File: src/wbsv_pkg.sv
`timescale 1ns / 1ps
`default_nettype none
// ----------------------------------------------------------------------------
// Write batch validator package
// Shared types, field widths and parse codes for the write batch validator.
// ----------------------------------------------------------------------------
package wbsv_pkg;

  localparam int SEQ_BITS_DEF = 56;   // default width of the legal sequence range
  localparam int SEQ_OUT_W    = 56;   // width of the reported entry sequence
  localparam int LEN_W        = 32;   // varint32 lengths, counts and indexes
  localparam int ACC_SHIFT_W  = 39;   // seven payload bits shifted by up to 28

  localparam logic [3:0] BASE_BYTES    = 4'd8;   // header bytes of base sequence
  localparam logic [3:0] HDR_LAST_IDX  = 4'd11;  // index of the final header byte
  localparam logic [2:0] VARINT_LAST   = 3'd4;   // index of the fifth length byte
  localparam logic [7:0] VARINT_MASK   = 8'h7f;  // payload bits of a length byte
  localparam int         VARINT_CONT   = 7;      // continuation bit position
  localparam logic [5:0] VARINT_STEP   = 6'd7;   // payload bits per length byte
  localparam logic [7:0] KIND_MAX      = 8'd1;   // highest legal kind byte

  typedef enum logic [2:0] {
    PH_HEADER = 3'd0,
    PH_KIND   = 3'd1,
    PH_KEYLEN = 3'd2,
    PH_KEY    = 3'd3,
    PH_VALLEN = 3'd4,
    PH_VAL    = 3'd5,
    PH_TRAIL  = 3'd6
  } phase_t;

  typedef enum logic [2:0] {
    ROLE_HEADER  = 3'd0,
    ROLE_KIND    = 3'd1,
    ROLE_KEYLEN  = 3'd2,
    ROLE_KEY     = 3'd3,
    ROLE_VALLEN  = 3'd4,
    ROLE_VAL     = 3'd5,
    ROLE_DISCARD = 3'd6
  } role_t;

  typedef enum logic [2:0] {
    ST_RUN    = 3'd0,
    ST_OK     = 3'd1,
    ST_SHORT  = 3'd2,
    ST_RANGE  = 3'd3,
    ST_EXCESS = 3'd4,
    ST_KIND   = 3'd5,
    ST_LEN    = 3'd6,
    ST_TRAIL  = 3'd7
  } status_t;

  typedef struct packed {
    logic [7:0] data_byte;
    logic       last_byte;
  } item_t;

  typedef struct packed {
    role_t                  byte_role;
    logic [SEQ_OUT_W-1:0]   entry_sequence;
    logic                   entry_kind;
    logic                   entry_end;
    status_t                status;
    logic                   batch_done;
  } res_t;

endpackage
`default_nettype wire

File: src/wbsv_if.sv
`timescale 1ns / 1ps
`default_nettype none
// ----------------------------------------------------------------------------
// Write batch validator channels
// Byte input channel and per-byte result channel, valid/ready handshake.
// ----------------------------------------------------------------------------
interface wbsv_in_if;
  logic       valid;
  logic       ready;
  logic [7:0] data_byte;
  logic       last_byte;

  modport source (output valid, output data_byte, output last_byte, input ready);
  modport sink   (input valid, input data_byte, input last_byte, output ready);
endinterface

interface wbsv_out_if;
  logic                           valid;
  logic                           ready;
  logic [2:0]                     byte_role;
  logic [wbsv_pkg::SEQ_OUT_W-1:0] entry_sequence;
  logic                           entry_kind;
  logic                           entry_end;
  logic [2:0]                     status;
  logic                           batch_done;

  modport source (output valid, output byte_role, output entry_sequence,
                  output entry_kind, output entry_end, output status,
                  output batch_done, input ready);
  modport sink   (input valid, input byte_role, input entry_sequence,
                  input entry_kind, input entry_end, input status,
                  input batch_done, output ready);
endinterface
`default_nettype wire

File: src/wbsv_in_stage.sv
`timescale 1ns / 1ps
`default_nettype none
// ----------------------------------------------------------------------------
// Write batch validator input stage
// Registers one incoming byte transaction until the parser takes it.
// ----------------------------------------------------------------------------
module wbsv_in_stage (
  input  wire logic            clk,
  input  wire logic            rst_n,
  input  wire logic            in_valid,
  output logic                 in_ready,
  input  wire wbsv_pkg::item_t in_item,
  input  wire logic            pop,
  output logic                 item_vld,
  output wbsv_pkg::item_t      item
);

  logic            vld_r;
  logic            vld_nxt;
  wbsv_pkg::item_t item_r;

  assign in_ready = !vld_r || pop;
  assign vld_nxt  = (in_valid && in_ready) || (vld_r && !pop);

  always_ff @(posedge clk) begin
    if (!rst_n) begin
      vld_r <= 1'b0;
    end else begin
      vld_r <= vld_nxt;
    end
  end

  // load payload on every accepted transaction
  always_ff @(posedge clk) begin
    if (in_valid && in_ready) begin
      item_r <= in_item;
    end
  end

  assign item_vld = vld_r;
  assign item     = item_r;

endmodule
`default_nettype wire

File: src/wbsv_parser.sv
`timescale 1ns / 1ps
`default_nettype none
// ----------------------------------------------------------------------------
// Write batch validator parser
// Parse state and the per-byte decode of header, kind, lengths and fields.
// ----------------------------------------------------------------------------
module wbsv_parser #(
  parameter int SEQUENCE_BITS = wbsv_pkg::SEQ_BITS_DEF
) (
  input  wire logic            clk,
  input  wire logic            rst_n,
  input  wire logic            step,
  input  wire wbsv_pkg::item_t item,
  output wbsv_pkg::res_t       res
);

  localparam int SUM_W = ((SEQUENCE_BITS > wbsv_pkg::LEN_W) ?
                          SEQUENCE_BITS : wbsv_pkg::LEN_W) + 1;
  localparam int SEQ_W = wbsv_pkg::SEQ_OUT_W;
  localparam int LW    = wbsv_pkg::LEN_W;
  localparam int AW    = wbsv_pkg::ACC_SHIFT_W;

  wbsv_pkg::phase_t        phase_r, phase_nxt;
  wbsv_pkg::status_t       sticky_r, sticky_nxt;
  logic [3:0]              hdr_cnt_r, hdr_cnt_nxt;
  logic [SEQUENCE_BITS-1:0] base_r, base_nxt;
  logic                    base_hi_r, base_hi_nxt;
  logic [LW-1:0]           total_r, total_nxt;
  logic [LW-1:0]           idx_r, idx_nxt;
  logic [LW-1:0]           acc_r, acc_nxt;
  logic [2:0]              vcnt_r, vcnt_nxt;
  logic [LW-1:0]           left_r, left_nxt;
  logic                    kind_r, kind_nxt;

  logic                    end_evt;
  logic                    fin_field;
  logic                    fin_is_key;

  logic [63:0]             hdr_shift;
  logic [SEQUENCE_BITS-1:0] base_ins;
  logic                    base_ins_hi;
  logic [LW-1:0]           total_new;
  logic [SUM_W-1:0]        last_seq;
  logic                    range_ok;
  logic [AW-1:0]           acc_shift;
  logic [LW-1:0]           acc_new;
  logic [LW-1:0]           idx_inc;
  logic [LW-1:0]           left_dec;
  logic                    cont;
  wbsv_pkg::status_t       st_out;

  // header byte placement
  assign hdr_shift   = 64'(item.data_byte) << {hdr_cnt_r[2:0], 3'b000};
  assign base_ins    = hdr_shift[SEQUENCE_BITS-1:0];
  assign base_ins_hi = |(hdr_shift >> SEQUENCE_BITS);
  assign total_new   = total_r | (LW'(item.data_byte) << {hdr_cnt_r[1:0], 3'b000});

  // last sequence of the batch must stay inside the legal range
  assign last_seq = SUM_W'(base_r) + SUM_W'(total_new - LW'(1));
  assign range_ok = !base_hi_r &&
                    ((total_new == '0) || ((last_seq >> SEQUENCE_BITS) == '0));

  // varint accumulation, bits beyond 32 dropped
  assign acc_shift = AW'(item.data_byte & wbsv_pkg::VARINT_MASK)
                     << (6'(vcnt_r) * wbsv_pkg::VARINT_STEP);
  assign acc_new   = acc_r | acc_shift[LW-1:0];
  assign cont      = item.data_byte[wbsv_pkg::VARINT_CONT];

  assign idx_inc    = idx_r + LW'(1);
  assign left_dec   = left_r - LW'(1);
  assign fin_is_key = (phase_r == wbsv_pkg::PH_KEYLEN) || (phase_r == wbsv_pkg::PH_KEY);

  // next state
  always_comb begin
    phase_nxt   = phase_r;
    sticky_nxt  = sticky_r;
    hdr_cnt_nxt = hdr_cnt_r;
    base_nxt    = base_r;
    base_hi_nxt = base_hi_r;
    total_nxt   = total_r;
    idx_nxt     = idx_r;
    acc_nxt     = acc_r;
    vcnt_nxt    = vcnt_r;
    left_nxt    = left_r;
    kind_nxt    = kind_r;
    fin_field   = 1'b0;
    end_evt     = 1'b0;
    if (sticky_r == wbsv_pkg::ST_RUN) begin
      case (phase_r)
        wbsv_pkg::PH_HEADER: begin
          if (hdr_cnt_r < wbsv_pkg::BASE_BYTES) begin
            base_nxt    = base_r | base_ins;
            base_hi_nxt = base_hi_r | base_ins_hi;
          end else begin
            total_nxt = total_new;
          end
          hdr_cnt_nxt = hdr_cnt_r + 4'd1;
          if (hdr_cnt_r == wbsv_pkg::HDR_LAST_IDX) begin
            if (!range_ok) begin
              sticky_nxt = wbsv_pkg::ST_RANGE;
            end else if (total_new == '0) begin
              phase_nxt = wbsv_pkg::PH_TRAIL;
            end else begin
              phase_nxt = wbsv_pkg::PH_KIND;
            end
          end
        end
        wbsv_pkg::PH_KIND: begin
          if (item.data_byte > wbsv_pkg::KIND_MAX) begin
            sticky_nxt = wbsv_pkg::ST_KIND;
          end else begin
            kind_nxt  = item.data_byte[0];
            acc_nxt   = '0;
            vcnt_nxt  = '0;
            phase_nxt = wbsv_pkg::PH_KEYLEN;
          end
        end
        wbsv_pkg::PH_KEYLEN, wbsv_pkg::PH_VALLEN: begin
          acc_nxt = acc_new;
          if (cont) begin
            if (vcnt_r >= wbsv_pkg::VARINT_LAST) begin
              sticky_nxt = wbsv_pkg::ST_LEN;
            end else begin
              vcnt_nxt = vcnt_r + 3'd1;
            end
          end else begin
            left_nxt = acc_new;
            acc_nxt  = '0;
            vcnt_nxt = '0;
            if (acc_new == '0) begin
              fin_field = 1'b1;
            end else if (fin_is_key) begin
              phase_nxt = wbsv_pkg::PH_KEY;
            end else begin
              phase_nxt = wbsv_pkg::PH_VAL;
            end
          end
        end
        wbsv_pkg::PH_KEY, wbsv_pkg::PH_VAL: begin
          left_nxt = left_dec;
          if (left_dec == '0) begin
            fin_field = 1'b1;
          end
        end
        default: begin
          sticky_nxt = wbsv_pkg::ST_TRAIL;
        end
      endcase
      // field complete: value follows for a put key, else the record ends
      if (fin_field) begin
        if (fin_is_key && kind_r) begin
          phase_nxt = wbsv_pkg::PH_VALLEN;
        end else begin
          end_evt   = 1'b1;
          idx_nxt   = idx_inc;
          phase_nxt = (idx_inc == total_r) ? wbsv_pkg::PH_TRAIL : wbsv_pkg::PH_KIND;
        end
      end
    end
  end

  // final status on the last byte
  always_comb begin
    st_out = sticky_nxt;
    if (item.last_byte && (sticky_nxt == wbsv_pkg::ST_RUN)) begin
      case (phase_nxt)
        wbsv_pkg::PH_HEADER: st_out = wbsv_pkg::ST_SHORT;
        wbsv_pkg::PH_KIND:   st_out = wbsv_pkg::ST_EXCESS;
        wbsv_pkg::PH_TRAIL:  st_out = wbsv_pkg::ST_OK;
        default:             st_out = wbsv_pkg::ST_LEN;
      endcase
    end
  end

  // result fields
  always_comb begin
    res.byte_role      = wbsv_pkg::ROLE_DISCARD;
    res.entry_sequence = '0;
    res.entry_kind     = 1'b0;
    res.entry_end      = end_evt;
    res.status         = st_out;
    res.batch_done     = item.last_byte;
    if (sticky_r == wbsv_pkg::ST_RUN) begin
      case (phase_r)
        wbsv_pkg::PH_HEADER: res.byte_role = wbsv_pkg::ROLE_HEADER;
        wbsv_pkg::PH_KIND:   res.byte_role = wbsv_pkg::ROLE_KIND;
        wbsv_pkg::PH_KEYLEN: res.byte_role = wbsv_pkg::ROLE_KEYLEN;
        wbsv_pkg::PH_KEY:    res.byte_role = wbsv_pkg::ROLE_KEY;
        wbsv_pkg::PH_VALLEN: res.byte_role = wbsv_pkg::ROLE_VALLEN;
        wbsv_pkg::PH_VAL:    res.byte_role = wbsv_pkg::ROLE_VAL;
        default:             res.byte_role = wbsv_pkg::ROLE_DISCARD;
      endcase
      if ((phase_r != wbsv_pkg::PH_HEADER) && (phase_r != wbsv_pkg::PH_TRAIL) &&
          (sticky_nxt != wbsv_pkg::ST_KIND)) begin
        res.entry_sequence = SEQ_W'(base_r) + SEQ_W'(idx_r);
        res.entry_kind     = kind_nxt;
      end
    end
  end

  always_ff @(posedge clk) begin
    if (!rst_n || (step && item.last_byte)) begin
      phase_r   <= wbsv_pkg::PH_HEADER;
      sticky_r  <= wbsv_pkg::ST_RUN;
      hdr_cnt_r <= '0;
      base_r    <= '0;
      base_hi_r <= 1'b0;
      total_r   <= '0;
      idx_r     <= '0;
      acc_r     <= '0;
      vcnt_r    <= '0;
      left_r    <= '0;
      kind_r    <= 1'b0;
    end else if (step) begin
      phase_r   <= phase_nxt;
      sticky_r  <= sticky_nxt;
      hdr_cnt_r <= hdr_cnt_nxt;
      base_r    <= base_nxt;
      base_hi_r <= base_hi_nxt;
      total_r   <= total_nxt;
      idx_r     <= idx_nxt;
      acc_r     <= acc_nxt;
      vcnt_r    <= vcnt_nxt;
      left_r    <= left_nxt;
      kind_r    <= kind_nxt;
    end
  end

endmodule
`default_nettype wire

File: src/wbsv_out_stage.sv
`timescale 1ns / 1ps
`default_nettype none
// ----------------------------------------------------------------------------
// Write batch validator result stage
// Holds one result transaction until the downstream side takes it.
// ----------------------------------------------------------------------------
module wbsv_out_stage (
  input  wire logic           clk,
  input  wire logic           rst_n,
  input  wire logic           push,
  input  wire wbsv_pkg::res_t res_in,
  output logic                room,
  output logic                out_valid,
  input  wire logic           out_ready,
  output wbsv_pkg::res_t      res_q
);

  logic           vld_r;
  logic           vld_nxt;
  wbsv_pkg::res_t res_r;

  assign room    = !vld_r || out_ready;
  assign vld_nxt = push || (vld_r && !out_ready);

  always_ff @(posedge clk) begin
    if (!rst_n) begin
      vld_r <= 1'b0;
    end else begin
      vld_r <= vld_nxt;
    end
  end

  always_ff @(posedge clk) begin
    if (push) begin
      res_r <= res_in;
    end
  end

  assign out_valid = vld_r;
  assign res_q     = res_r;

endmodule
`default_nettype wire

File: src/write_batch_stream_validator_core.sv
`timescale 1ns / 1ps
`default_nettype none
// ----------------------------------------------------------------------------
// Write batch stream validator
// Walks an encoded write batch one byte per transaction and reports, for
// every byte, its role, the entry sequence and kind, record end and status.
// ----------------------------------------------------------------------------
//  channel | dir | payload                                          | handshake
//  in_ch   | in  | data_byte[7:0], last_byte                        | valid/ready
//  out_ch  | out | byte_role[2:0], entry_sequence[55:0], entry_kind,| valid/ready
//          |     | entry_end, status[2:0], batch_done               |
//
//  One byte per clock while the result side does not stall; a result is
//  offered once its byte passes the input register and is parsed into the
//  result register. The parse-state register loop, updated once per byte,
//  sets the rate. rst_n is synchronous, active low; it empties both stages
//  and returns the parser to the header phase. The last byte of a batch also
//  re-arms it. A stalled result holds its stage; the input stage still takes
//  one more byte, and in_ch.ready drops only when both stages are full.
// ----------------------------------------------------------------------------
module write_batch_stream_validator_core #(
  parameter int SEQUENCE_BITS = wbsv_pkg::SEQ_BITS_DEF
) (
  input  wire logic  clk,
  input  wire logic  rst_n,
  wbsv_in_if.sink    in_ch,
  wbsv_out_if.source out_ch
);

  wbsv_pkg::item_t in_item;
  wbsv_pkg::item_t item;
  wbsv_pkg::res_t  res;
  wbsv_pkg::res_t  res_q;
  logic            item_vld;
  logic            room;
  logic            adv;
  logic            in_ready;
  logic            out_valid;

  assign in_item.data_byte = in_ch.data_byte;
  assign in_item.last_byte = in_ch.last_byte;

  // advance a byte through the parser whenever the result stage has space
  assign adv = item_vld && room;

  wbsv_in_stage u_in (
    .clk      (clk),
    .rst_n    (rst_n),
    .in_valid (in_ch.valid),
    .in_ready (in_ready),
    .in_item  (in_item),
    .pop      (adv),
    .item_vld (item_vld),
    .item     (item)
  );

  wbsv_parser #(
    .SEQUENCE_BITS (SEQUENCE_BITS)
  ) u_parse (
    .clk   (clk),
    .rst_n (rst_n),
    .step  (adv),
    .item  (item),
    .res   (res)
  );

  wbsv_out_stage u_out (
    .clk       (clk),
    .rst_n     (rst_n),
    .push      (adv),
    .res_in    (res),
    .room      (room),
    .out_valid (out_valid),
    .out_ready (out_ch.ready),
    .res_q     (res_q)
  );

  // drive the channel ports from the registered result
  assign in_ch.ready           = in_ready;
  assign out_ch.valid          = out_valid;
  assign out_ch.byte_role      = res_q.byte_role;
  assign out_ch.entry_sequence = res_q.entry_sequence;
  assign out_ch.entry_kind     = res_q.entry_kind;
  assign out_ch.entry_end      = res_q.entry_end;
  assign out_ch.status         = res_q.status;
  assign out_ch.batch_done     = res_q.batch_done;

endmodule
`default_nettype wire

File: src/flat_wrapper.sv
// flat-port wrapper written by rule: the top's interface ports become plain ports
module write_batch_stream_validator_core_flat 
#(
  parameter int SEQUENCE_BITS = wbsv_pkg::SEQ_BITS_DEF
)
  (clk, rst_n, in_ch_valid, in_ch_data_byte, in_ch_last_byte, in_ch_ready, out_ch_valid, out_ch_byte_role, out_ch_entry_sequence, out_ch_entry_kind, out_ch_entry_end, out_ch_status, out_ch_batch_done, out_ch_ready);
  wbsv_in_if in_ch_i ();
  wbsv_out_if out_ch_i ();
  input  wire logic clk;
  input  wire logic rst_n;
  input wire logic [$bits(in_ch_i.valid)-1:0] in_ch_valid;
  input wire logic [$bits(in_ch_i.data_byte)-1:0] in_ch_data_byte;
  input wire logic [$bits(in_ch_i.last_byte)-1:0] in_ch_last_byte;
  output wire logic [$bits(in_ch_i.ready)-1:0] in_ch_ready;
  output wire logic [$bits(out_ch_i.valid)-1:0] out_ch_valid;
  output wire logic [$bits(out_ch_i.byte_role)-1:0] out_ch_byte_role;
  output wire logic [$bits(out_ch_i.entry_sequence)-1:0] out_ch_entry_sequence;
  output wire logic [$bits(out_ch_i.entry_kind)-1:0] out_ch_entry_kind;
  output wire logic [$bits(out_ch_i.entry_end)-1:0] out_ch_entry_end;
  output wire logic [$bits(out_ch_i.status)-1:0] out_ch_status;
  output wire logic [$bits(out_ch_i.batch_done)-1:0] out_ch_batch_done;
  input wire logic [$bits(out_ch_i.ready)-1:0] out_ch_ready;
  assign in_ch_i.valid = in_ch_valid;
  assign in_ch_i.data_byte = in_ch_data_byte;
  assign in_ch_i.last_byte = in_ch_last_byte;
  assign in_ch_ready = in_ch_i.ready;
  assign out_ch_valid = out_ch_i.valid;
  assign out_ch_byte_role = out_ch_i.byte_role;
  assign out_ch_entry_sequence = out_ch_i.entry_sequence;
  assign out_ch_entry_kind = out_ch_i.entry_kind;
  assign out_ch_entry_end = out_ch_i.entry_end;
  assign out_ch_status = out_ch_i.status;
  assign out_ch_batch_done = out_ch_i.batch_done;
  assign out_ch_i.ready = out_ch_ready;
  write_batch_stream_validator_core #(.SEQUENCE_BITS(SEQUENCE_BITS)) u_core (.clk(clk), .rst_n(rst_n), .in_ch(in_ch_i), .out_ch(out_ch_i));
endmodule
File: config.mk
export PLATFORM = sky130hd
export DESIGN_NAME = write_batch_stream_validator_core_flat
export DESIGN_NICKNAME = d
export VERILOG_FILES = /design/src/wbsv_pkg.sv /design/src/wbsv_if.sv /design/src/wbsv_in_stage.sv /design/src/wbsv_parser.sv /design/src/wbsv_out_stage.sv /design/src/write_batch_stream_validator_core.sv /design/src/flat_wrapper.sv
export SDC_FILE = /design/constraint.sdc
export NUM_CORES = 1
export LEC_CHECK = 0
export ABC_AREA = 0
export BUFFER_PORTS_ARGS = -buffer_cell sky130_fd_sc_hd__buf_2
export CORE_MARGIN = 2
export CORE_UTILIZATION = 40
export DETAILED_ROUTE_END_ITERATION = 7
export SETUP_SLACK_MARGIN = 0.4
export SYNTH_ARGS = -nofsm -noshare
export SYNTH_HDL_FRONTEND = slang
export SYNTH_SLANG_ARGS = --single-unit
File: constraint.sdc
create_clock -name clk -period 5.56 [get_ports clk]
set_input_delay 0.834 -clock clk [delete_from_list [all_inputs] [get_ports clk]]
set_output_delay 0.834 -clock clk [all_outputs]
set_load 0.02 [all_outputs]
==> impl_metrics.tcl, run 1 <==
set metrics [dict create \
    synth_ff_type "dfxtp_1" \
    grt_setup_unrepaired "true" \
    vias 15920 \
    crit_slowest_cell "or4_4" \
    relSlewSlack 0.3721 \
    synth-simple-area-share 0.2435 \
    grt_overflow 0 \
    synthesis.nets 2184 \
    clock_path_buffers 3 \
    antennaDiodeCount 0 \
    ys_seq_elements 275 \
    synthAdderAreaFrac 0.06948 \
    fin_nets 2261 \
    dp_hpwl_um 37050 \
    num_io_pins 80 \
    required_ns 5.85 \
    port_buffers 79 \
    synth_area_leaders "dfxtp_1 24%, edfxtp_1 13%, nor2_1 7.2%, ha_1 6.8%, a21oi_1 6.7%" \
    peakVddDrop_v 0.0001456 \
    area_growth_pct 17.16 \
    core_area_um2 41950 \
    gp_congestion 0.9286 \
    timing.final.ws_setup_ns -0.1028 \
    antenna_found_initial 3 \
    syn_area_per_cell_um2 8.202 \
    pwr-share-comb 0.091 \
    max_freq_ghz 0.1766 \
    arrival_ns 5.95 \
    synth_compound_area_frac 0.2003 \
    internal_power_uw 3737 \
    synth.distinct_cells 88 \
    antenna_left 0 \
    hold_viol 0 \
    clk_latency_ns 0.54 \
    final_cell_count_no_fill 2719 \
    clock_power_share 0.485 \
    htree_levels 2 \
    numCtsBuffers 35 \
    finalCritPeriodShare 1.018 \
    clock_skew_ns 0.01552 \
    synth_top_family_by_area "simple AND/OR/NAND/NOR gates" \
    switchingPower_uw 1234 \
    setup.worst_path.class "flop to flop" \
    drc 0 \
    wl_um 52930 \
    crit_path_max_fanout 6 \
    placedCellCount 2644 \
    period_needed_ns 5.663 \
    violations "negative setup slack" \
    cts_sinks 275 \
    grt_max_degree 167 \
    crit_path_start_kind "flop" \
    post_synth_inst_count 2077 \
    cts_tree "built" \
    swShare 0.2482 \
    rows 75 \
    crit_family "simple AND/OR/NAND/NOR gates" \
    yosysTopAreaCell "dfxtp_1" \
    drtIter0Drc 1538 \
    synth-warning-count 0 \
    synth_area_um2 17040 \
    r2r-start "u_core.u_in.item[1]$_DFFE_PP_" \
    hold_path_startpoint "in_ch_last_byte" \
    min_path_type "input pin to flop" \
    dieArea_um2 44260 \
    crit_start "u_core.u_in.item[1]$_DFFE_PP_" \
    drv_slew 0 \
    die_width_um 210.4 \
    whs_ns 0.4698 \
    finalSetupViolations 57 \
    wire_per_inst_um 19.46 \
    synth_top_cell_area_share 0.2362 \
    final_core_util 0.4759 \
    synth-edff-count 74 \
    layout-drive-gt1-share 0.1486 \
    start_util 0.4061 \
    clk_pin_slew_ns 0.06 \
    grt_pass1_vias 15028 \
    synth_xor_area_frac 0.07344 \
    async_flop_share 0 \
    track_usage 0.2350 \
    ys_seq_area_frac 0.3666 \
    grt_pass1_wl_um 82440 \
    cts_root_buf "clkbuf_16" \
    crit_top_cell "o211ai_1" \
    die_h_um 210.4 \
    maxCapViolations 0 \
    first_pass_iters 6 \
    seq_power_share 0.424 \
    synth_mux_area_frac 0.004774 \
    max_stage_delay_ns 0.53 \
    tightest_slew_ns 0.9419 \
    end_kind "flop" \
    routed_via_density 5.855 \
    powerDensity_nw_per_um2 249.1 \
    status "finished, violations left" \
    cp_num_buf_inv 5 \
    p_leak_uw 0.007701 \
]
[per-stage QoR]
stage	cell area (um^2)	total power, uW	setup slack [ns]	setup TNS, ns
finish	19960	4971	-0.1028	-3.566
global route	19960	5133	-0.4880	-26.55
CTS	19900	5014	-0.1156	-5.088
detailed placement	18290	2556	-0.2736	-12.22
global placement	18290	2552	-0.07043	-2.159
floorplan	17090	2411	-0.2359	-11.47
[timing repair]
item                                   4_1_cts  5_1_grt
hold buffers                                 0        0
pin swaps                                   26        5
setup endpoints to repair                   60       61
endpoints found under the hold margin        0        0
resized for setup                           49        7
gates cloned                                 4        1
buffers inserted                             6        1
[logic make-up after synthesis]
logic type                 count (synthesis)
and+or+nand+nor                          826
AOI/OAI and AO/OA                        557
DFF                                      275
buffers and inverters                    175
xor gates and xnor gates                 142
adders and majority gates                 94
muxes                                      8
[worst register-to-register path: cells and delay by family, from the launching register on]
family	cells	cell delay, ns
compound gates	9	1.52
fa+ha+maj	2	0.48
buf+inv	5	0.64
flops	1	0.39
simple gates	12	2.40
[placed cells by master, fill, tap and decap left out, types with 18 or more instances in the layout]
cell type  netlist  routed
nor2_1         325     312
a21oi_1        228     226
dfxtp_1        201     200
nand2_1        117     116
ha_1            93      92
xnor2_1         87      87
buf_4            2      87
a31oi_1         82      82
buf_2           16      79
o21ai_0         78      77
edfxtp_1        74      74
xor2_1          54      54
nor3_1          59      52
nand3_1         52      51
nand4_1         47      47
clkbuf_16        0      40
inv_1           36      34
nor4_1          25      24
or3_1           25      24
a211oi_1        23      23
nor2b_1         24      21
a21o_1          21      21
and3_1          20      20
nand2b_1        18      18
[power by group through the flow]
stage                     clock, uW  combinational [uW]  sequential, uW
final                          2410                 453            2110
after CTS                      2460                 444            2110
after floorplan                   0                 247            2160
after global routing           2540                 489            2110
after global placement            0                 404            2150
after detailed placement          0                 408            2150
[cells in the mapped netlist, types with 9 or more instances]
| master | count |
|---|---|
| or2_2 | 11 |
| buf_2 | 16 |
| nand4_1 | 47 |
| xor2_1 | 54 |
| nor3_1 | 59 |
| inv_1 | 36 |
| a31oi_1 | 82 |
| and4_1 | 12 |
| xnor2_1 | 87 |
| o31ai_1 | 10 |
| nor2_1 | 325 |
| and3_1 | 20 |
| a21oi_1 | 228 |
| o21ai_0 | 78 |
| a21o_1 | 21 |
| o22ai_1 | 10 |
| a211oi_1 | 23 |
| nor4_1 | 25 |
| dfxtp_1 | 201 |
| or3_1 | 25 |
| and2_1 | 16 |
| nand3b_1 | 12 |
| nand2b_1 | 18 |
| clkbuf_1 | 109 |
| o211ai_1 | 9 |
| nand2_1 | 117 |
| o21a_1 | 14 |
| nand3_1 | 52 |
| edfxtp_1 | 74 |
| nor2b_1 | 24 |
| a22oi_1 | 13 |
| ha_1 | 93 |
| nor3b_1 | 19 |
[flip-flops by register name (all words and copies together) (netlist names)]
register and flops:
u_core.u_in.item 9, u_core.u_parse.base_r 56, u_core.u_parse.acc_r 32, u_core.u_parse.hdr_cnt_r 4
u_core.u_out.res_q 65, u_core.u_parse.idx_r 32, u_core.u_parse.phase_r 3, u_core.u_parse.sticky_r 3
u_core.u_parse.left_r 32, u_core.u_parse.kind_r 1, u_core.u_parse.vcnt_r 3, u_core.u_parse.base_hi_r 1
u_core.u_in.item_vld 1, u_core.u_out.out_valid 1, u_core.u_parse.total_r 32
[layout make-up]
class                   instances  area (um^2)
clock buffers                  47         1036
multi-input cells            1627        10350
fillers                      4058        21990
clock inverters                16        191.4
inverters                      36        137.6
flip-flops and latches        275         6247
well taps                     539        674.4
repair buffers                179         1326
[path summary, 6_finish.rpt]
check,to,slack (ns),depth (start not counted)
worst max-delay path,u_core.u_out.res_q[21]$_SDFFCE_PN0P_,-0.10,28
worst min-delay path,u_core.u_in.item[0]$_DFFE_PP_,0.47,1
worst max register to register,u_core.u_out.res_q[21]$_SDFFCE_PN0P_,-0.10,28
worst min register to register,u_core.u_parse.acc_r[7]$_SDFFE_PP0P_,0.47,2
[metal layers]
metal / vias up / track usage / routed length (um) / share of wire
li1: 7716 / - / - / -
met1: 7620 / 0.3198 / 24120 / 0.46
met2: 476 / 0.3725 / 23610 / 0.45
met3: 108 / 0.03397 / 3085 / 0.058
met4: 0 / 0.1013 / 2112 / 0.040
met5: - / 0 / 0 / 0
(Power assumes the default switching activity.)
==> run 2, diff against run 1 <==
==> constraint.sdc (replaced) <==
create_clock -name clk -period 5.56 [get_ports clk]
set_input_delay 0.278 -clock clk [delete_from_list [all_inputs] [get_ports clk]]
set_output_delay 0.278 -clock clk [all_outputs]
set_load 0.02 [all_outputs]
==> run 2 against run 1 <==
Compared with the run above: clock power decreased by 18%; cell count increased by 0.18%; highest routed layer unchanged; the flow still finishes with violations (negative setup slack); core utilization decreased by 0.23 points.
==> impl_metrics.tcl, run 2 (synthesis results as in run 1) <==
set metrics [dict create \
    die_h_um 210.4 \
    final_core_util 0.4736 \
    wl_um 51970 \
    fin_nets 2266 \
    hold_viol 0 \
    timing.final.ws_setup_ns -0.1940 \
    grt_overflow 0 \
    final_cell_count_no_fill 2724 \
    routed_via_density 5.826 \
    layout_commonest_cell "nor2_1" \
    grt_pass1_wl_um 80590 \
    drtIter0Drc 1425 \
    status "finished, violations left" \
    tightest_slew_ns 1.203 \
    arrival_ns 6.06 \
    relSlewSlack 0.1947 \
    grt_pass1_vias 14733 \
    rr_worst_depth 25 \
    drc 0 \
    dieArea_um2 44260 \
    grt_setup_unrepaired "true" \
    switchingPower_uw 1159 \
    rrSetupSlack_ns -0.19 \
    violations "negative setup slack" \
    track_usage 0.2268 \
    internal_power_uw 3383 \
    crit_start "u_core.u_in.item[1]$_DFFE_PP_" \
    antenna_found_initial 0 \
    layout_common_cells "296 x nor2_1, 223 x a21oi_1, 200 x dfxtp_1, 116 x nand2_1, 92 x ha_1" \
    wire_per_inst_um 19.08 \
    start_util 0.4061 \
    rr_endpoint "u_core.u_out.res_q[40]$_SDFFCE_PN0P_" \
    numCtsBuffers 31 \
    drv_slew 0 \
    placedCellCount 2641 \
    crit_path_start_kind "flop" \
    p_leak_uw 0.007648 \
    end_kind "flop" \
    finalCritPeriodShare 1.035 \
    clk_pin_slew_ns 0.06 \
    cts_root_buf "clkbuf_16" \
    rows 75 \
    powerDensity_nw_per_um2 228.7 \
    core_area_um2 41950 \
    clock_power_share 0.436 \
    crit_path_max_fanout 7 \
    clock_skew_ns 0.02432 \
    vias 15870 \
    cts_sinks 275 \
    first_pass_iters 6 \
    port_buffers 79 \
    dp_hpwl_um 36610 \
    clock_path_buffers 3 \
    period_needed_ns 5.754 \
    htree_levels 1 \
    die_width_um 210.4 \
    clk_latency_ns 0.58 \
    max_freq_ghz 0.1738 \
    maxCapViolations 0 \
    seq_power_share 0.463 \
    swShare 0.2552 \
    setup.worst_path.end "u_core.u_out.res_q[40]$_SDFFCE_PN0P_" \
    cts_tree "built" \
    grt_max_degree 143 \
    gp_congestion 0.9479 \
    pwr-share-comb 0.100 \
    antenna_left 0 \
    layout-drive-gt1-share 0.1516 \
    peakVddDrop_v 0.0002330 \
    required_ns 5.87 \
    r2r-start "u_core.u_in.item[1]$_DFFE_PP_" \
    finalSetupViolations 57 \
    setup.worst_path.class "flop to flop" \
    min_path_type "input pin to flop" \
    largest_reg_flops 65 \
    num_io_pins 80 \
    area_growth_pct 16.61 \
]
==> run 2: worst min-delay path by stage <==
| stage | from | endpoint | slack (ns) | cells past startpoint |
|---|---|---|---|---|
| after CTS | out_ch_ready | u_core.u_out.out_valid$_SDFF_PN0_ | 0.04 | 3 |
| after global placement | u_core.u_parse.acc_r[21]$_SDFFE_PP0P_ | u_core.u_parse.acc_r[21]$_SDFFE_PP0P_ | 0.45 | 2 |
| after floorplan | in_ch_last_byte | u_core.u_in.item[0]$_DFFE_PP_ | 0.38 | 0 |
| after global routing | out_ch_ready | u_core.u_out.out_valid$_SDFF_PN0_ | 0.07 | 3 |
| after detailed placement | in_ch_data_byte[3] | u_core.u_in.item[4]$_DFFE_PP_ | 0.46 | 1 |
| final | out_ch_ready | u_core.u_out.out_valid$_SDFF_PN0_ | 0.07 | 3 |
==> run 2: critical path, stage by stage (launching register included) <==
cell and delay [ns]:
edfxtp_1 0.40, nor3b_4 0.17, nor2_2 0.08, ha_2 0.18
or4b_4 0.46, a211o_1 0.30, nor3_4 0.22, inv_2 0.08
nor2_4 0.11, nand2_2 0.07, or3_4 0.38, o211ai_1 0.18
o311ai_1 0.13, ha_1 0.33, nand4_1 0.13, or3_4 0.36
nor4_4 0.14, o211ai_1 0.18, a211o_1 0.32, nand2_1 0.10
o41ai_4 0.09, or4_4 0.54, o211ai_4 0.13, buf_6 0.19
clkbuf_16 0.18, a21oi_2 0.03
==> run 2: routing by layer <==
metal,routed length (um),part of all wire,global-route usage
met5,0,0,0
met4,1271,0.024,0.06217
met3,2853,0.055,0.02697
met2,24060,0.46,0.3768
met1,23780,0.46,0.3116
==> run 2: layout make-up <==
type,instances,area (um^2)
Fill cell,3989,22080
Multi-Input combinational cell,1627,10400
Sequential cell,275,6247
Timing Repair Buffer,188,1413
Clock buffer,46,922.1
Tap cell,539,674.4
Inverter,36,135.1
Clock inverter,12,70.07
Antenna cell,1,2.502
==> run 2: stage by stage <==
step / area, um^2 / hold WS, ns / total power, uW / setup slack [ns] / setup TNS [ns]
floorplan: 17090 / 0.3769 / 2411 / -0.2359 / -11.47
global placement: 18280 / 0.4489 / 2550 / -0.1219 / -5.083
detailed placement: 18280 / 0.4584 / 2557 / -0.2993 / -14.94
CTS: 19630 / 0.04365 / 4575 / -0.1412 / -6.931
global route: 19860 / 0.06631 / 4698 / -0.4894 / -26.94
finish: 19870 / 0.07435 / 4543 / -0.1940 / -9.571
==> run 2: what timing repair did <==
item | 4_1_cts | 5_1_grt
hold buffers | 12 | 0
endpoints found under the hold margin | 11 | 0
buffers inserted | 6 | 1
setup endpoints to repair | 60 | 62
gates resized for setup | 25 | 46
pin swaps | 17 | 12
gates cloned | 3 | 2
==> run 2: power by group through the flow <==
stage | registers [uW] | logic (uW) | clock network (uW)
finish | 2110 | 455 | 1980
global route | 2110 | 490 | 2100
CTS | 2100 | 438 | 2030
detailed placement | 2150 | 408 | 0
global placement | 2150 | 403 | 0
floorplan | 2160 | 247 | 0
==> run 3, diff against run 2 <==
--- a/config.mk
+++ b/config.mk
@@ -5,7 +5,7 @@
 export SDC_FILE = /design/constraint.sdc
 export NUM_CORES = 1
 export LEC_CHECK = 0
-export ABC_AREA = 0
+export ABC_AREA = 1
 export BUFFER_PORTS_ARGS = -buffer_cell sky130_fd_sc_hd__buf_2
 export CORE_MARGIN = 2
 export CORE_UTILIZATION = 40
==> run 3 against run 2 <==
Compared with the run above: the flow now finishes without violations; cell count is 26% higher; sequential power hardly changed; clock power is 19% higher; cell area grew 7.7%; largest power group is now clock; highest routed layer unchanged.
==> impl_metrics.tcl, run 3 <==
set metrics [dict create \
    synth_top_cells_by_count "635 x nand2_1, 345 x inv_1, 344 x nor2_1" \
    period_needed_ns 4.909 \
    cts_sinks 275 \
    tns_ns 0 \
    max_stage_delay_ns 0.35 \
    maxCapViolations 0 \
    grt_pass1_vias 16693 \
    setup.worst_path.class "flop to flop" \
    end_kind "flop" \
    peakVddDrop_v 0.0002166 \
    layout-drive-gt1-share 0.1330 \
    multi_input_area_um2 10760 \
    arrival_ns 5.21 \
    ys_seq_area_frac 0.3401 \
    drv_slew 0 \
    required_ns 5.86 \
    antenna_found_initial 0 \
    yosysTopAreaCell "dfxtp_1" \
    cts_tree "built" \
    crit_top_cell "nand2_1" \
    synth.most_common_cell "nand2_1" \
    drc 0 \
    regArea_um2 6248 \
    pre_cts_ws_ns 0.2716 \
    vias 18269 \
    rows 78 \
    synthAdderAreaFrac 0.06446 \
    relSlewSlack 0.2572 \
    crit_slowest_cell "dfxtp_2" \
    start_util 0.4046 \
    synth-simple-area-share 0.3224 \
    first_pass_iters 7 \
    cts_root_buf "clkbuf_16" \
    track_usage 0.2610 \
    grt_max_degree 69 \
    ys_seq_elements 275 \
    synth_top_cell_area_share 0.2191 \
    nFillCells 4630 \
    gp_congestion 0.9772 \
    r2r-start "u_core.u_parse.hdr_cnt_r[1]$_SDFFE_PP0P_" \
    synthesis.nets 2798 \
    crit_path_start_kind "flop" \
    die_width_um 218.3 \
    hold_path_startpoint "rst_n" \
    core_area_um2 45380 \
    powerDensity_nw_per_um2 249.2 \
    p_leak_uw 0.009297 \
    finalCritPeriodShare 0.8828 \
    post_synth_inst_count 2691 \
    max_freq_ghz 0.2037 \
    drtIter0Drc 1529 \
    area_growth_pct 16.56 \
    port_buffers 79 \
    hold_viol 0 \
    finalSetupViolations 0 \
    die_h_um 218.3 \
    dieArea_um2 47640 \
    tightest_slew_ns 1.114 \
    dp_hpwl_um 49010 \
    wl_um 63510 \
    async_flop_share 0 \
    grt_overflow 0 \
    synth_mux_area_frac 0 \
    grt_setup_unrepaired "true" \
    grt_pass1_wl_um 95990 \
    synth_area_leaders "dfxtp_1 22%, nand2_1 13%, edfxtp_1 12%, inv_1 7.1%, nor2_1 7.0%" \
    layout_common_cells "620 x nand2_1, 340 x inv_1, 331 x nor2_1, 226 x a21oi_1, 199 x dfxtp_1" \
    num_io_pins 80 \
    min_path_type "input pin to flop" \
    synth_ff_type "dfxtp_1" \
    synth_compound_area_frac 0.1469 \
    routed_via_density 5.306 \
    timing.final.ws_setup_ns 0.6515 \
    crit_start "u_core.u_parse.hdr_cnt_r[1]$_SDFFE_PP0P_" \
    crit_path_max_fanout 12 \
    largest_reg_flops 65 \
    synth_area_um2 18360 \
    syn_area_per_cell_um2 6.824 \
    htree_levels 2 \
    synth-warning-count 0 \
    status "completed" \
    clock_path_buffers 3 \
    antenna_left 0 \
    synth.distinct_cells 55 \
    clk_pin_slew_ns 0.06 \
    numCtsBuffers 36 \
    clock_skew_ns 0.02858 \
    layout_commonest_cell "nand2_1" \
    wire_per_inst_um 18.45 \
    fin_nets 2922 \
    synth_xor_area_frac 0.03298 \
    synth-edff-count 74 \
    clk_latency_ns 0.57 \
    synth_top_family_by_area "simple AND/OR/NAND/NOR gates" \
]
==> run 3: changes by cell type in the layout (fill, tap and decap cells not counted), moves of 23 or more <==
| cell | change |
|---|---|
| inv_1 | +305 |
| buf_4 | -31 |
| a31oi_1 | -45 |
| nand2_1 | +504 |
| nor2_1 | +35 |
| nor3_1 | -25 |
| nand3_1 | +113 |
| xnor2_1 | -76 |
| or3_1 | -23 |
| nand2_2 | +24 |
==> run 3: through the flow <==
stage	total power [uW]	cells	hold WS [ns]	util	instance area (um^2)
final	5334	3443	0.004892	0.4717	21400
after floorplan	2697	2691	0.3769	-	18360
after CTS	5289	3408	0.002574	0.4570	20740
after global routing	5528	3442	0.01606	0.4716	21400
after global placement	2928	3331	0.4399	0.4282	19430
after detailed placement	2930	3331	0.4421	0.4282	19430
==> run 3: critical path, delay by kind of cell (launching register included) <==
family | cells | cell delay (ns)
compound gates | 1 | 0.12
simple gates | 30 | 3.31
xor+xnor | 1 | 0.16
flops | 1 | 0.35
buf+inv | 3 | 0.38
fa+ha+maj | 1 | 0.27
==> run 3: layer usage <==
layer  vias up  routed length (um)  GRT usage
li1       9135                   -          -
met1      8514               30000     0.3670
met2       527               27970     0.4130
met3        93                3463    0.03215
met4         0                2072    0.08730
met5         -                   0          0
==> run 3: worst paths after layout <==
kind	endpoint	slack (ns)	depth (start not counted)
worst max-delay path	u_core.u_out.res_q[18]$_SDFFCE_PN0P_	0.65	36
worst min-delay path	u_core.u_in.item_vld$_SDFF_PN0_	0.005	3
worst max register to register	u_core.u_out.res_q[18]$_SDFFCE_PN0P_	0.65	36
worst min register to register	u_core.u_parse.acc_r[27]$_SDFFE_PP0P_	0.46	2
==> run 3: logic make-up after synthesis <==
logic type | count (synthesis)
flops | 275
simple gates | 1352
xor+xnor | 66
buf+inv | 431
fa+ha+maj | 94
compound gates | 473
==> run 3: area by class of cell <==
cell class                 count  share of cell area
inverter                     358             0.06301
timing repair buffer         158             0.05232
clock inverter                13            0.006079
antenna                        1           0.0001169
sequential                   275              0.2919
multi-input combinational   1986              0.5028
clock buffer                  52             0.04869
tap                          600             0.03507
==> run 3: power by group <==
part / switching [uW] / internal (uW) / total, uW
clock network: 954 / 1400 / 2350
registers: 30.4 / 2090 / 2130
logic: 604 / 250 / 855
==> run 3: what timing repair did <==
action                                 in CTS  in global routing
pin swaps                                   0                 21
hold buffers                               12                  0
buffers inserted                            0                 31
cloned                                      0                  3
setup endpoints to repair                  53                 61
endpoints found under the hold margin      11                  0
gates resized for setup                     2                 88
